--- src/rtl/core/fwnf_pkg.sv ---
// shared types, constants and helper functions for the fixed-width number formatter
// no dependencies; used by the interfaces, the bcd converter and the top level
package fwnf_pkg;

	localparam int FIELD_BITS       = 32;
	localparam int DEF_VALUE_WIDTH  = 32;
	localparam int DEC_DIGITS       = 10;
	localparam int CNT_W            = 6;
	localparam int LINE_W           = 3;
	localparam int SCOL_W           = 5;
	localparam int COL_W            = 6;
	localparam int CHAR_W           = 7;

	localparam logic [CNT_W-1:0] DEC_LIMIT = 6'd10;
	localparam logic [CNT_W-1:0] HEX_LIMIT = 6'd8;
	localparam logic [CNT_W-1:0] BIN_LIMIT = 6'd32;

	localparam logic [CHAR_W-1:0] CH_ZERO  = 7'h30;
	localparam logic [CHAR_W-1:0] CH_A     = 7'h41;
	localparam logic [CHAR_W-1:0] CH_PLUS  = 7'h2B;
	localparam logic [CHAR_W-1:0] CH_MINUS = 7'h2D;

	typedef enum logic [1:0] {
		MODE_UDEC = 2'd0,
		MODE_SDEC = 2'd1,
		MODE_HEX  = 2'd2,
		MODE_BIN  = 2'd3
	} mode_t;

	typedef logic [DEC_DIGITS-1:0][3:0] bcd_t;

	// converter status towards the sequencer
	typedef struct packed {
		logic busy;
		logic done;
	} conv_st_t;

	function automatic logic [CNT_W-1:0] mode_limit(input mode_t m);
		logic [CNT_W-1:0] lim;
		case (m)
			MODE_UDEC: lim = DEC_LIMIT;
			MODE_SDEC: lim = DEC_LIMIT;
			MODE_HEX:  lim = HEX_LIMIT;
			default:   lim = BIN_LIMIT;
		endcase
		return lim;
	endfunction

	function automatic logic [CHAR_W-1:0] digit_char(input logic [3:0] d);
		logic [CHAR_W-1:0] c;
		if (d < 4'd10) begin
			c = CH_ZERO + CHAR_W'(d);
		end else begin
			c = CH_A + CHAR_W'(d - 4'd10);
		end
		return c;
	endfunction

endpackage

--- src/rtl/core/fwnf_if.sv ---
// channel interfaces: number words in, character words out
// depends on fwnf_pkg for field widths
interface fwnf_num_if;
	logic                              valid;
	logic                              ready;
	logic [1:0]                        action;
	logic [fwnf_pkg::FIELD_BITS-1:0]   value;
	logic [fwnf_pkg::CNT_W-1:0]        digit_count;
	logic [fwnf_pkg::LINE_W-1:0]       line;
	logic [fwnf_pkg::SCOL_W-1:0]       start_column;

	modport source (output valid, action, value, digit_count, line, start_column,
		input ready);
	modport sink (input valid, action, value, digit_count, line, start_column,
		output ready);
endinterface

interface fwnf_chr_if;
	logic                              valid;
	logic                              ready;
	logic [fwnf_pkg::CHAR_W-1:0]       character;
	logic [fwnf_pkg::LINE_W-1:0]       out_line;
	logic [fwnf_pkg::COL_W-1:0]        out_column;
	logic                              last;

	modport source (output valid, character, out_line, out_column, last,
		input ready);
	modport sink (input valid, character, out_line, out_column, last,
		output ready);
endinterface

--- src/rtl/core/fwnf_bcd.sv ---
// iterative binary to bcd converter, one shift-and-adjust step per cycle
// depends on fwnf_pkg (digit count, bcd and status types)
module fwnf_bcd #(
	parameter int VAL_W = fwnf_pkg::DEF_VALUE_WIDTH
) (
	input  logic                 clk,
	input  logic                 arst_n,
	input  logic                 start,
	input  logic [VAL_W-1:0]     bin,
	output fwnf_pkg::bcd_t       bcd,
	output fwnf_pkg::conv_st_t   st
);

	localparam int STEP_W = $clog2(VAL_W + 1);

	logic [VAL_W-1:0]    bin_q;
	fwnf_pkg::bcd_t      bcd_q;
	logic [STEP_W-1:0]   step_q;
	logic                busy_q;
	logic                done_q;
	fwnf_pkg::bcd_t      adj;

	// add three to every digit of five or more before the shift
	always_comb begin
		for (int k = 0; k < fwnf_pkg::DEC_DIGITS; k++) begin
			adj[k] = (bcd_q[k] >= 4'd5) ? bcd_q[k] + 4'd3 : bcd_q[k];
		end
	end

	always_ff @(posedge clk or negedge arst_n) begin
		if (!arst_n) begin
			bin_q  <= '0;
			bcd_q  <= '0;
			step_q <= '0;
			busy_q <= 1'b0;
			done_q <= 1'b0;
		end else begin
			done_q <= 1'b0;
			if (start) begin
				bin_q  <= bin;
				bcd_q  <= '0;
				step_q <= STEP_W'(VAL_W);
				busy_q <= 1'b1;
			end else if (busy_q) begin
				{bcd_q, bin_q} <= {adj[fwnf_pkg::DEC_DIGITS-1:0], bin_q} << 1;
				step_q <= step_q - 1'b1;
				if (step_q == STEP_W'(1)) begin
					busy_q <= 1'b0;
					done_q <= 1'b1;
				end
			end
		end
	end

	assign bcd     = bcd_q;
	assign st.busy = busy_q;
	assign st.done = done_q;

endmodule

--- src/rtl/core/fixed_width_number_formatter.sv ---
// Fixed-width number formatter: turns one number word into a run of ASCII
// character words, most significant digit first, each tagged with line and column.
// Channels: number (sink) takes action, value, digit_count, line, start_column;
// text (source) gives character, out_line, out_column and last on the final one.
// A word is taken when valid and ready are both high.
// number.ready is high only while the sequencer is idle; one word is worked at a time.
// Decimal modes first run the bcd converter: one shift-and-adjust step per bit of
// VALUE_WIDTH (capped at 32); the sequencer starts it and waits for its done strobe.
// Then one character leaves per cycle while text.ready stays high; hex and binary
// words go straight to the characters, with no conversion step.
// A sign character comes first in signed decimal mode, even with a count of zero.
// A count over the mode limit (10, 10, 8, 32) is cut to it; zero in the other modes
// gives no character at all.
// The output register holds its word while text.ready is low and the sequencer waits;
// the final word of a run may still wait while the next number word is taken.
// Reset (arst_n low) empties the output register and returns the sequencer to idle.
// Depends on fwnf_pkg, fwnf_if and fwnf_bcd.
module fixed_width_number_formatter #(
	parameter int VALUE_WIDTH = fwnf_pkg::DEF_VALUE_WIDTH
) (
	input  logic               clk,
	input  logic               arst_n,
	fwnf_num_if.sink           number,
	fwnf_chr_if.source         text
);

	localparam int FB    = fwnf_pkg::FIELD_BITS;
	localparam int EFF_W = (VALUE_WIDTH > FB) ? FB : VALUE_WIDTH;

	typedef enum logic [1:0] {
		S_IDLE,
		S_CONV,
		S_EMIT
	} state_t;

	state_t                          state_q;
	fwnf_pkg::mode_t                 mode_q;
	logic [EFF_W-1:0]                mag_q;
	logic [fwnf_pkg::CNT_W-1:0]      cnt_q;
	logic [fwnf_pkg::LINE_W-1:0]     line_q;
	logic [fwnf_pkg::COL_W-1:0]      col_q;
	logic                            sign_q;
	logic                            neg_q;

	logic                            ovalid_q;
	logic [fwnf_pkg::CHAR_W-1:0]     ochar_q;
	logic [fwnf_pkg::LINE_W-1:0]     oline_q;
	logic [fwnf_pkg::COL_W-1:0]      ocol_q;
	logic                            olast_q;

	fwnf_pkg::mode_t                 in_mode;
	logic [EFF_W-1:0]                in_val;
	logic                            in_neg;
	logic [fwnf_pkg::CNT_W-1:0]      in_lim;
	logic [fwnf_pkg::CNT_W-1:0]      in_cnt;
	logic                            accept;
	logic                            conv_start;

	fwnf_pkg::bcd_t                  bcd;
	fwnf_pkg::conv_st_t              conv_st;

	logic [FB-1:0]                   val_wide;
	logic [FB/4-1:0][3:0]            val_nib;
	logic [fwnf_pkg::CNT_W-1:0]      pos;
	logic [3:0]                      dig;
	logic                            slot_free;
	logic                            pending;
	logic                            load;
	logic [fwnf_pkg::CHAR_W-1:0]     nchar;
	logic                            nlast;

	assign in_mode = fwnf_pkg::mode_t'(number.action);
	assign in_val  = number.value[EFF_W-1:0];
	assign in_neg  = (in_mode == fwnf_pkg::MODE_SDEC) && in_val[EFF_W-1];
	assign in_lim  = fwnf_pkg::mode_limit(in_mode);
	assign in_cnt  = (number.digit_count > in_lim) ? in_lim : number.digit_count;

	assign number.ready = (state_q == S_IDLE);
	assign accept       = number.valid && number.ready;
	assign conv_start   = accept && ((in_mode == fwnf_pkg::MODE_UDEC) ||
		(in_mode == fwnf_pkg::MODE_SDEC));

	fwnf_bcd #(
		.VAL_W (EFF_W)
	) u_bcd (
		.clk    (clk),
		.arst_n (arst_n),
		.start  (conv_start),
		.bin    (in_neg ? EFF_W'(~in_val + 1'b1) : in_val),
		.bcd    (bcd),
		.st     (conv_st)
	);

	// digit selection for the character at position cnt_q-1
	assign val_wide = FB'(mag_q);
	assign val_nib  = val_wide;
	assign pos      = cnt_q - 1'b1;

	always_comb begin
		case (mode_q)
			fwnf_pkg::MODE_UDEC: dig = bcd[pos[3:0]];
			fwnf_pkg::MODE_SDEC: dig = bcd[pos[3:0]];
			fwnf_pkg::MODE_HEX:  dig = val_nib[pos[2:0]];
			default:             dig = {3'b000, val_wide[pos[4:0]]};
		endcase
	end

	assign pending   = sign_q || (cnt_q != '0);
	assign slot_free = !ovalid_q || text.ready;
	assign load      = (state_q == S_EMIT) && pending && slot_free;

	always_comb begin
		if (sign_q) begin
			nchar = neg_q ? fwnf_pkg::CH_MINUS : fwnf_pkg::CH_PLUS;
			nlast = (cnt_q == '0);
		end else begin
			nchar = fwnf_pkg::digit_char(dig);
			nlast = (cnt_q == fwnf_pkg::CNT_W'(1));
		end
	end

	always_ff @(posedge clk or negedge arst_n) begin
		if (!arst_n) begin
			state_q  <= S_IDLE;
			mode_q   <= fwnf_pkg::MODE_UDEC;
			mag_q    <= '0;
			cnt_q    <= '0;
			line_q   <= '0;
			col_q    <= '0;
			sign_q   <= 1'b0;
			neg_q    <= 1'b0;
			ovalid_q <= 1'b0;
			ochar_q  <= '0;
			oline_q  <= '0;
			ocol_q   <= '0;
			olast_q  <= 1'b0;
		end else begin
			if (text.ready) begin
				ovalid_q <= 1'b0;
			end
			case (state_q)
				S_IDLE: begin
					if (accept) begin
						mode_q  <= in_mode;
						mag_q   <= in_val;
						cnt_q   <= in_cnt;
						line_q  <= number.line;
						col_q   <= fwnf_pkg::COL_W'(number.start_column);
						sign_q  <= (in_mode == fwnf_pkg::MODE_SDEC);
						neg_q   <= in_neg;
						state_q <= conv_start ? S_CONV : S_EMIT;
					end
				end
				S_CONV: begin
					if (conv_st.done) begin
						state_q <= S_EMIT;
					end
				end
				S_EMIT: begin
					if (!pending) begin
						state_q <= S_IDLE;
					end else if (load) begin
						ovalid_q <= 1'b1;
						ochar_q  <= nchar;
						oline_q  <= line_q;
						ocol_q   <= col_q;
						olast_q  <= nlast;
						col_q    <= col_q + 1'b1;
						if (sign_q) begin
							sign_q <= 1'b0;
						end else begin
							cnt_q <= cnt_q - 1'b1;
						end
						if (nlast) begin
							state_q <= S_IDLE;
						end
					end
				end
				default: state_q <= S_IDLE;
			endcase
		end
	end

	assign text.valid      = ovalid_q;
	assign text.character  = ochar_q;
	assign text.out_line   = oline_q;
	assign text.out_column = ocol_q;
	assign text.last       = olast_q;

`ifndef NO_ASSERTIONS
	// converter may only run while a decimal word is being prepared
	a_conv_only_in_conv: assert property (@(posedge clk) disable iff (!arst_n)
		conv_st.busy |-> (state_q == S_CONV))
		else $error("bcd converter busy outside conversion");

	// remaining digit count never exceeds the widest mode limit
	a_cnt_bound: assert property (@(posedge clk) disable iff (!arst_n)
		cnt_q <= fwnf_pkg::BIN_LIMIT)
		else $error("digit count beyond limit");

	// a word marked last leaves nothing pending and the sequencer idle
	a_last_ends_run: assert property (@(posedge clk) disable iff (!arst_n)
		(load && nlast) |=> ((state_q == S_IDLE) && !sign_q && (cnt_q == '0)))
		else $error("run not finished after last word");

	// nothing is loaded into the output register while a word still waits there
	a_no_overwrite: assert property (@(posedge clk) disable iff (!arst_n)
		load |-> (!ovalid_q || text.ready))
		else $error("output word overwritten while stalled");
`endif

endmodule

--- src/flat_wrapper.sv ---
// flat-port wrapper written by rule: the top's interface ports become plain ports
module fixed_width_number_formatter_flat 
#(
	parameter int VALUE_WIDTH = fwnf_pkg::DEF_VALUE_WIDTH
)
  (clk, arst_n, number_valid, number_action, number_value, number_digit_count, number_line, number_start_column, number_ready, text_valid, text_character, text_out_line, text_out_column, text_last, text_ready);
  fwnf_num_if number_i ();
  fwnf_chr_if text_i ();
  input  logic clk;
  input  logic arst_n;
  input wire logic [$bits(number_i.valid)-1:0] number_valid;
  input wire logic [$bits(number_i.action)-1:0] number_action;
  input wire logic [$bits(number_i.value)-1:0] number_value;
  input wire logic [$bits(number_i.digit_count)-1:0] number_digit_count;
  input wire logic [$bits(number_i.line)-1:0] number_line;
  input wire logic [$bits(number_i.start_column)-1:0] number_start_column;
  output wire logic [$bits(number_i.ready)-1:0] number_ready;
  output wire logic [$bits(text_i.valid)-1:0] text_valid;
  output wire logic [$bits(text_i.character)-1:0] text_character;
  output wire logic [$bits(text_i.out_line)-1:0] text_out_line;
  output wire logic [$bits(text_i.out_column)-1:0] text_out_column;
  output wire logic [$bits(text_i.last)-1:0] text_last;
  input wire logic [$bits(text_i.ready)-1:0] text_ready;
  assign number_i.valid = number_valid;
  assign number_i.action = number_action;
  assign number_i.value = number_value;
  assign number_i.digit_count = number_digit_count;
  assign number_i.line = number_line;
  assign number_i.start_column = number_start_column;
  assign number_ready = number_i.ready;
  assign text_valid = text_i.valid;
  assign text_character = text_i.character;
  assign text_out_line = text_i.out_line;
  assign text_out_column = text_i.out_column;
  assign text_last = text_i.last;
  assign text_i.ready = text_ready;
  fixed_width_number_formatter #(.VALUE_WIDTH(VALUE_WIDTH)) u_core (.clk(clk), .arst_n(arst_n), .number(number_i), .text(text_i));
endmodule
--- config.mk ---
export PLATFORM = sky130hd
export DESIGN_NAME = fixed_width_number_formatter_flat
export DESIGN_NICKNAME = d
export VERILOG_FILES = /design/src/rtl/core/fwnf_pkg.sv /design/src/rtl/core/fwnf_if.sv /design/src/rtl/core/fwnf_bcd.sv /design/src/rtl/core/fixed_width_number_formatter.sv /design/src/flat_wrapper.sv
export SDC_FILE = /design/constraint.sdc
export NUM_CORES = 1
export LEC_CHECK = 0
export BUFFER_PORTS_ARGS = -buffer_cell sky130_fd_sc_hd__buf_2
export CAP_MARGIN = 20
export CORE_MARGIN = 4
export CORE_UTILIZATION = 55
export CTS_CLUSTER_DIAMETER = 40
export CTS_CLUSTER_SIZE = 25
export DETAILED_ROUTE_END_ITERATION = 10
export GPL_TIMING_DRIVEN = 1
export PLACE_DENSITY = 0.76
export SYNTH_ARGS = -nofsm -noshare
export SYNTH_HDL_FRONTEND = slang
export SYNTH_SLANG_ARGS = --single-unit
--- constraint.sdc ---
create_clock -name clk -period 4.21 [get_ports clk]
set_clock_uncertainty 0.1 [all_clocks]
set_input_delay 0.2105 -clock clk [delete_from_list [all_inputs] [get_ports clk]]
set_output_delay 0.2105 -clock clk [all_outputs]
set_load 0.01 [all_outputs]
==> reports/metrics.yaml <==
die_area_um2: 18900
grt_pass1_vias: 7268
max_freq_mhz: 286
cap_violations: 0
io_buffer_count: 70
p_leak_nw: 5.10
drive_gt1_frac: 0.145
grt_use_met2: 0.377
grt_use_met1: 0.329
rows: 47
cts-root-buf: "clkbuf_16"
drt_pass1_iterations: 5
nets: 1177
final_cell_mix: "215 x nand2_1, 149 x dfrtp_1, 82 x o21ai_0"
setup_viol: 0
worstHoldPathType: "input pin to flop"
synth_ff_type: "dfrtp_1"
final_max_slew_viol_count: 0
initial_utilization: 0.558
maxSlewHeadroom: 0.284
cp-startpoint: "u_core.cnt_q[0]"
grt_usage: 0.239
floorplan.die.width_um: 137
syn-num-nets: 1092
cts_tree: "done"
final_hold_viol_count: 0
grt_max_degree: 92
ant_nets: 0
core-area_um2: 16500
reg2regPathDepth: 11
worst_pin_slew_ns: 1.07
fin_crit_sh: 0.829
synth_edf_count: 0
hp-start: "number_digit_count[2]"
avgSynthCellArea_um2: 9.14
layout_commonest_cell: "nand2_1"
antenna_found_initial: 0
min_to: "u_core.cnt_q[2]"
post_drt_wl_per_cell_um: 16.0
cp.required_ns: 4.42
cts-buffers-inserted: 17
yosys-top-cells-area: "dfrtp_1 41%, nand2_1 8.8%, mux2i_1 7.1%, mux4_2 5.1%, o21ai_0 4.5%"
rsz0062_at_grt: "false"
io_pins: 71
worstPathArrival_ns: 3.71
wl_um: 21200
grt_util_met3: 0.0533
n_antenna_cell: 0
worstReg2RegEnd: "u_core.text.character[2]"
synth_top_area_cell: "dfrtp_1"
cts_buffer_depth: 2
synth.top_cell.area_share: 0.410
ys_seq_area_frac: 0.410
grt_pass1_wl_um: 36000
timing.setup.tns_ns: 0
fp.dieH_um: 137
clkLatencyLatePin_ns: 0.43
cts_setup_buffers: 0
vias: 7599
drt-initial-drc-count: 568
gp_congestion: 0.891
crit_fanout: 13
syn_to_final_growth_pct: 15.8
overflow: 0
cts.sinks: 151
h-tree-depth: 4
grt.busiest_layer: "met2"
ys_types: 72
synth_seq_cells: 151
min_period_ns: 3.49
path_class: "flop to flop"
clkTransAtPathRegs_ns: 0.06
viasPerCell: 5.73
vdd_drop_max_mv: 0.419
netlist_area_um2: 9220
whs_path_depth: 3
end_kind: "flop"
post-dp-hpwl_um: 14400
rrSetupSlack_ns: 0.72
ys_warn_count: 0
power.density_nw_per_um2: 775
syn_inst: 1009
setup.worst_path.start_class: "flop"
r2r-start: "u_core.cnt_q[0]"
drcViolationCount: 0
async_flop_share: 1.00
status: "completed"
fin_util: 0.646
-- cell families (layout without fill, tap and decap cells) --
| logic type | count (synthesis) | in the layout | share of synthesized area |
|---|---|---|---|
| and+or+nand+nor | 387 | 387 | 0.192 |
| AOI/OAI and AO/OA | 204 | 204 | 0.133 |
| DFF | 151 | 151 | 0.410 |
| buffers and inverters | 95 | 193 | 0.0451 |
| muxes | 90 | 90 | 0.128 |
| xor gates and xnor gates | 51 | 51 | 0.0493 |
| adders and majority gates | 31 | 31 | 0.0421 |
-- worst max-delay path, stage by stage (launching register included) --
cell,delay (ns)
dfrtp_2,0.41
inv_1,0.12
ha_1,0.40
xnor2_1,0.66
mux4_2,0.58
nor2_1,0.09
nand4b_2,0.15
a31oi_4,0.10
ha_1,0.22
xor2_1,0.13
mux2i_1,0.09
a221o_1,0.32
-- synthesized netlist by cell type (11+ instances only) --
cell type	n
ha_1	31
nand2_1	215
a211oi_1	14
nor3b_1	13
nand2b_1	15
a21oi_1	54
clkbuf_1	38
mux4_2	21
xnor2_1	34
o21ai_1	11
inv_1	37
dfrtp_1	151
nor2_1	64
nor3_1	14
mux2i_1	65
xor2_1	16
nand3_1	21
o21ai_0	82
-- sequential cells by signal, summed over array words and instances (netlist names) --
register,count
u_core.sign_q,1
u_core.text.last,1
u_core.mag_q,32
u_core.text.valid,1
u_core.u_bcd.step_q,6
u_core.text.out_column,6
u_core.u_bcd.done_q,1
u_core.u_bcd.busy_q,1
u_core.state_q,2
u_core.text.out_line,3
u_core.u_bcd.bcd,40
u_core.col_q,6
u_core.cnt_q,6
u_core.text.character,7
u_core.line_q,3
u_core.mode_q,2
u_core.u_bcd.bin_q,32
u_core.neg_q,1
-- per-stage QoR --
step | cells | total power, mW | area [um2] | worst slack [ns] | hold WS (ns)
global route | 1327 | 8.97 | 10700 | 0.530 | 0.0656
floorplan | 1009 | 5.87 | 9220 | 0.771 | -0.185
detailed placement | 1253 | 6.76 | 9690 | 0.739 | 0.270
CTS | 1327 | 8.31 | 10700 | 0.728 | 0.0228
finish | 1327 | 8.28 | 10700 | 0.719 | 0.0303
global placement | 1253 | 6.60 | 9690 | 0.826 | 0.258
-- worst max-delay path by stage --
stage,endpoint,slack (ns)
floorplan,u_core.text.character[2],0.77
global placement,u_core.text.character[2],0.83
detailed placement,u_core.text.character[2],0.74
CTS,u_core.text.character[2],0.73
global route,u_core.text.character[2],0.53
finish,u_core.text.character[2],0.72
-- final cells by class --
cell class | instances | area, um2
well taps | 220 | 275
multi-input cells | 763 | 5030
repair buffers | 124 | 880
inverters | 37 | 139
clock inverters | 14 | 140
clock buffers | 18 | 429
flip-flops and latches | 151 | 3780
fillers | 1296 | 5840
-- metal layers --
metal	up-vias	wire length (um)
met3	22	1030
met1	3710	9700
met4	0	310
met5	-	0
met2	197	10100
li1	3670	-
-- what timing repair did --
item / in CTS / in global routing
hold buffers: 42 / 0
gates resized for setup: 0 / 0
hold endpoints to repair: 133 / 0
-- power breakdown --
part           internal [mW]  leakage (nW)  switching [mW]
clock network          0.829         0.279           0.651
registers               2.12          1.89           0.739
logic                   1.84          2.93            2.10
(Power assumes the default switching activity.)
